--- src/rirl_pkg.sv ---
// Shared constants and types for the rank-indexed row lookup.
// Command and status codes, field widths and the packed row type.
// No dependencies.
`default_nettype none

package rirl_pkg;

	localparam int VALUE_W      = 32;
	localparam int CMD_W        = 2;
	localparam int COL_W        = 2;
	localparam int RANK_W       = 6;
	localparam int STATUS_W     = 2;
	localparam int ROW_INDEX_W  = 6;
	localparam int NUM_COLUMNS  = 3;
	localparam int MAX_ROWS_DEF = 64;

	localparam logic [CMD_W-1:0] CMD_LOAD  = 2'd0;
	localparam logic [CMD_W-1:0] CMD_QUERY = 2'd1;
	localparam logic [CMD_W-1:0] CMD_CLEAR = 2'd2;

	localparam logic [STATUS_W-1:0] STAT_OK     = 2'd0;
	localparam logic [STATUS_W-1:0] STAT_FULL   = 2'd1;
	localparam logic [STATUS_W-1:0] STAT_RANGE  = 2'd2;
	localparam logic [STATUS_W-1:0] STAT_BADCOL = 2'd3;

	typedef struct packed {
		logic signed [VALUE_W-1:0] a;
		logic signed [VALUE_W-1:0] b;
		logic signed [VALUE_W-1:0] c;
	} row_t;

endpackage

`default_nettype wire

--- src/rirl_order_col.sv ---
// One column's sorted order: memory of {value, arrival index} by rank,
// plus the insertion engine that walks down from the top shifting entries.
// Uses rirl_pkg.
`default_nettype none

module rirl_order_col #(
	parameter int MAX_ROWS = rirl_pkg::MAX_ROWS_DEF
) (
	input  wire                                   clk,
	input  wire                                   arst_n,
	input  wire                                   start,
	input  wire  signed [rirl_pkg::VALUE_W-1:0]   new_val,
	input  wire  [$clog2(MAX_ROWS)-1:0]           new_idx,
	input  wire                                   qry_en,
	input  wire  [$clog2(MAX_ROWS)-1:0]           qry_addr,
	output logic [$clog2(MAX_ROWS)-1:0]           qry_idx,
	output logic                                  busy
);
	import rirl_pkg::*;

	localparam int IDX_W = $clog2(MAX_ROWS);

	typedef struct packed {
		logic signed [VALUE_W-1:0] value;
		logic [IDX_W-1:0]          idx;
	} ord_entry_t;

	ord_entry_t mem_q [MAX_ROWS];
	ord_entry_t rd_data_q;

	logic                       busy_q;
	logic                       rd_pend_q;
	logic [IDX_W-1:0]           hole_q;
	logic signed [VALUE_W-1:0]  val_q;
	logic [IDX_W-1:0]           nidx_q;

	logic             shift;
	logic             wr_en;
	logic [IDX_W-1:0] wr_addr;
	ord_entry_t       wr_data;
	logic             rd_en;
	logic [IDX_W-1:0] rd_addr;

	// entry below the hole is larger: move it up into the hole
	assign shift = busy_q && rd_pend_q && (rd_data_q.value > val_q);

	always_comb begin
		wr_en   = 1'b0;
		wr_addr = hole_q;
		wr_data = '{value: val_q, idx: nidx_q};
		rd_en   = 1'b0;
		rd_addr = qry_addr;
		if (start) begin
			rd_en   = (new_idx != '0);
			rd_addr = new_idx - IDX_W'(1);
		end else if (busy_q) begin
			wr_en = rd_pend_q || (hole_q == '0);
			if (shift) begin
				wr_data = rd_data_q;
				// speculative read of the next lower entry
				rd_en   = (hole_q != IDX_W'(1));
				rd_addr = hole_q - IDX_W'(1) - IDX_W'(1);
			end
		end else begin
			rd_en = qry_en;
		end
	end

	always_ff @(posedge clk or negedge arst_n) begin
		if (!arst_n) begin
			busy_q    <= 1'b0;
			rd_pend_q <= 1'b0;
		end else if (start) begin
			busy_q    <= 1'b1;
			rd_pend_q <= (new_idx != '0);
		end else if (busy_q) begin
			if (shift) begin
				rd_pend_q <= (hole_q != IDX_W'(1));
			end else begin
				busy_q    <= 1'b0;
				rd_pend_q <= 1'b0;
			end
		end
	end

	always_ff @(posedge clk) begin
		if (start) begin
			hole_q <= new_idx;
			val_q  <= new_val;
			nidx_q <= new_idx;
		end else if (shift) begin
			hole_q <= hole_q - IDX_W'(1);
		end
	end

	always_ff @(posedge clk) begin
		if (wr_en) begin
			mem_q[wr_addr] <= wr_data;
		end
		if (rd_en) begin
			rd_data_q <= mem_q[rd_addr];
		end
	end

	assign qry_idx = rd_data_q.idx;
	assign busy    = busy_q;

	a_no_start_busy: assert property (@(posedge clk) disable iff (!arst_n)
		start |-> !busy_q)
		else $error("insert started while engine busy");

	a_pend_needs_busy: assert property (@(posedge clk) disable iff (!arst_n)
		rd_pend_q |-> busy_q)
		else $error("read pending outside insertion");

	a_hole_steps_down: assert property (@(posedge clk) disable iff (!arst_n)
		shift |=> (hole_q == $past(hole_q) - IDX_W'(1)))
		else $error("hole did not move down by one");

	a_wr_rd_apart: assert property (@(posedge clk) disable iff (!arst_n)
		(wr_en && rd_en) |-> (wr_addr != rd_addr))
		else $error("write and read hit the same entry");

endmodule

`default_nettype wire

--- config.mk ---
export PLATFORM = sky130hd
export DESIGN_NAME = rirl_order_col
export DESIGN_NICKNAME = d
export VERILOG_FILES = /design/src/rirl_pkg.sv /design/src/rirl_order_col.sv
export SDC_FILE = /design/constraint.sdc
export NUM_CORES = 2
export LEC_CHECK = 0
export BUFFER_PORTS_ARGS = -buffer_cell sky130_fd_sc_hd__buf_2
export CORE_AREA = 10 10 470 472
export CTS_BUF_LIST = sky130_fd_sc_hd__clkbuf_4 sky130_fd_sc_hd__clkbuf_8
export DETAILED_ROUTE_END_ITERATION = 8
export DIE_AREA = 0 0 480 482
export PLACE_DENSITY = 0.6
export SLEW_MARGIN = 20
export SYNTH_ARGS = -nofsm -noshare
export SYNTH_HDL_FRONTEND = slang
export SYNTH_SLANG_ARGS = --single-unit
--- constraint.sdc ---
create_clock -name clk -period 7.3 [get_ports clk]
set_clock_uncertainty 0.2 [all_clocks]
set_input_delay 0.73 -clock clk [delete_from_list [all_inputs] [get_ports clk]]
set_output_delay 0.73 -clock clk [all_outputs]
set_load 0.1 [all_outputs]
==> results_dict.tcl <==
set metrics [dict create \
    cp_max_fo 35 \
    grt_usage 0.283 \
    synthFlopType "edfxtp_1" \
    hpwl_um 187000 \
    fin_crit_sh 0.970 \
    clock_path_buffers 4 \
    cellPowerDensity_mw_per_mm2 385 \
    cts_inserted_buffers 413 \
    ir_worst_vdd_uv 393 \
    path_buf_inv 2 \
    clk_latency_ns 1.16 \
    post_drt_via_cell_ratio 6.31 \
    fin_nets 7080 \
    gp_congestion 0.890 \
    path_cells "ha_1 > nand4_1 > nor4_2 > o31ai_1 > and4_1 > nor4_4 > buf_4 > buf_4 > mux2i_1 > mux2i_1 > mux2i_1 > a2111oi_0 > and4_1" \
    postCtsSetupRepairBufs 0 \
    postCtsResizedCells 0 \
    initial_utilization 0.478 \
    coreArea_sq_mm 0.211 \
    clock.fmax_mhz 141 \
    start_kind "flip-flop" \
    p_leak_nw 39.1 \
    critPathSlowestCell "a2111oi_0" \
    grt_max_degree 129 \
    ys_types 80 \
    synth.ff_latch_count 2516 \
    overflow 0 \
    maxCapViolCount 0 \
    rsz0062_at_grt "no" \
    fillers 16900 \
    hold_path_end "val_q[0]" \
    hold_ws_ns 0.136 \
    syn-num-nets 6753 \
    num_vias 64000 \
    cts.sinks 2516 \
    layout_setup_ws_ns 0.216 \
    die_h_um 482 \
    r2r-end "rd_data_q[32]" \
    cpLargestDelayFamily "simple AND/OR/NAND/NOR gates" \
    critPathArrivalTime_ns 7.76 \
    yosysSeqAreaShare 0.748 \
    numPortBuffers 54 \
    wl_per_cell_um 33.3 \
    ff2ff_path_depth 13 \
    hold_viol 0 \
    outcome "finished clean" \
    rrSetupSlack_ns 0.22 \
    final_max_slew_viol_count 0 \
    drt_iter0_markers 9330 \
    min_period_ns 7.08 \
    setup_viol 0 \
    postSynth.asyncResetShare 0.000795 \
    slowest_delay_ns 0.98 \
    dieArea_sq_mm 0.231 \
    ant_nets 0 \
    min_from "new_val[0]" \
    synth_edf_count 2514 \
    grt_pass1_vias 60300 \
    die_x_um 480 \
    post-place-ws_ns 0.446 \
    drive_gt1_frac 0.150 \
    holdPathStages 2 \
    crit_top_cell "mux2i_1" \
    grt_pass1_wl_um 467000 \
    ys_warn_count 0 \
    ios 55 \
    hold_class "in -> reg" \
    syn_to_final_growth_pct 13.1 \
    cts_hold_buffers 41 \
    critPathRequiredTime_ns 7.98 \
    dr.pass1.iters 6 \
    worstMarginPinSlew_ns 1.17 \
    root_buffer "clkbuf_8" \
    wl_um 337000 \
    synth_top_area_share 0.748 \
    clk_pin_slew_ns 0.06 \
    cts_tree "built" \
    synth_top_area_cell "edfxtp_1" \
    drc 0 \
    end_kind "flip-flop" \
    critPathKind "reg -> reg" \
    antenna_found_initial 26 \
    placementRows 169 \
    fin_setup_tns_ns 0 \
    syn-instance-count 6668 \
    synth_top_cells_by_area "edfxtp_1, mux2i_1, nand2_1, nand3_1, buf_2" \
    relSlewSlack 0.199 \
    syn-cell-area_sq_mm 0.101 \
    htreeDepth 5 \
    avgSynthCellArea_sq_um 15.1 \
    reg2reg_from "rd_data_q[27]" \
]
## worst max path at each step
stage / startpoint / depth (start not counted) / slack [ns] / endpoint
final: rd_data_q[27] / 13 / 0.22 / rd_data_q[32]
after detailed placement: rd_data_q[29] / 13 / 0.45 / rd_data_q[32]
after floorplan: rd_data_q[36] / 10 / 1.58 / mem_q[0][37]
after global placement: rd_data_q[29] / 13 / 0.45 / rd_data_q[32]
after global routing: rd_data_q[27] / 13 / 0.13 / rd_data_q[32]
after CTS: rd_data_q[27] / 13 / 0.32 / rd_data_q[32]
## cells in the mapped netlist, drive strengths merged (19+ instances only)
master	count
a311oi	43
a2111oi	27
a221oi	26
nand4	97
a32o	29
nand3	372
a21oi	107
o2111ai	115
edfxtp	2514
mux2	40
inv	112
o21ai	81
and3	98
buf	292
a32oi	100
a221o	32
a31oi	52
ha	37
a211oi	19
o211ai	79
nor2	107
clkbuf	138
nand2	1294
mux2i	660
## layout by cell type (no fill, tap or decap), types with 32 or more instances in the layout
cell and count:
inv_1 112, nor2_4 67, mux2i_1 659, o2111ai_1 115, clkbuf_8 420, nand4_1 96, nand2_1 1293, buf_12 33
clkinv_1 106, dlygate4sd3_1 41, clkinv_2 37, o21ai_0 42, buf_4 210, a311oi_1 42, a31oi_1 52, buf_2 54
ha_1 37, a32oi_1 100, a21oi_1 105, o21ai_4 32, nand3_1 372, a221o_1 32, mux2_2 34, clkbuf_4 130
nor2_1 37, edfxtp_1 2514, and3_1 98, o211ai_1 78
## state kept, by name, summed over array words and instances (netlist names)
name,cells
rd_data_q,32
busy,1
mem_q,2432
val_q,32
rd_pend_q,1
nidx_q,6
qry_idx,6
hole_q,6
## final cells by class
type	count	area, sq um	share of cell area
Timing Repair Buffer	342	3030	0.0265
Clock buffer	550	6760	0.0592
Inverter	112	420	0.00368
Tap cell	2821	3530	0.0309
Antenna cell	16	40.0	0.000351
Sequential cell	2516	75500	0.662
Multi-Input combinational cell	3610	23900	0.210
Clock inverter	162	930	0.00814
## kinds of logic after synthesis
logic type,after synthesis,share of synthesized area
AOI/OAI and AO/OA,821,0.0630
xor gates and xnor gates,12,0.00104
adders and majority gates,37,0.00459
buffers and inverters,542,0.0247
DFF,2516,0.748
muxes,702,0.0704
and+or+nand+nor,2038,0.0880
## through the flow
step	util	area, sq um	total power [W]	std cells
global placement	0.501	106000	0.0320	9352
CTS	0.540	114000	0.0438	10100
detailed placement	0.502	106000	0.0321	9359
finish	0.541	114000	0.0439	10100
floorplan	-	101000	0.0270	6668
global route	0.540	114000	0.0454	10100
## where the power goes
part / total [W] / internal (W) / switching [W]
clock: 0.0118 / 0.00628 / 0.00553
combinational: 0.0145 / 0.00416 / 0.0103
sequential: 0.0176 / 0.0174 / 0.000230
total: 0.0439 / 0.0278 / 0.0161
## worst register-to-register path, cell delays in order, from the launching register on
cell,delay [ns]
edfxtp_1,0.56
ha_1,0.40
nand4_1,0.18
nor4_2,0.75
o31ai_1,0.39
and4_1,0.36
nor4_4,0.91
buf_4,0.46
buf_4,0.59
mux2i_1,0.25
mux2i_1,0.16
mux2i_1,0.12
a2111oi_0,0.98
and4_1,0.50
## metal layers
layer | track usage | vias to the layer above | share of wire
met5 | 0 | - | 0.000033
met1 | 0.382 | 32600 | 0.38
met3 | 0.0675 | 856 | 0.11
met2 | 0.429 | 4082 | 0.45
met4 | 0.149 | 2 | 0.059
li1 | - | 26500 | -
Note: power is estimated with default switching activity, not from simulation.
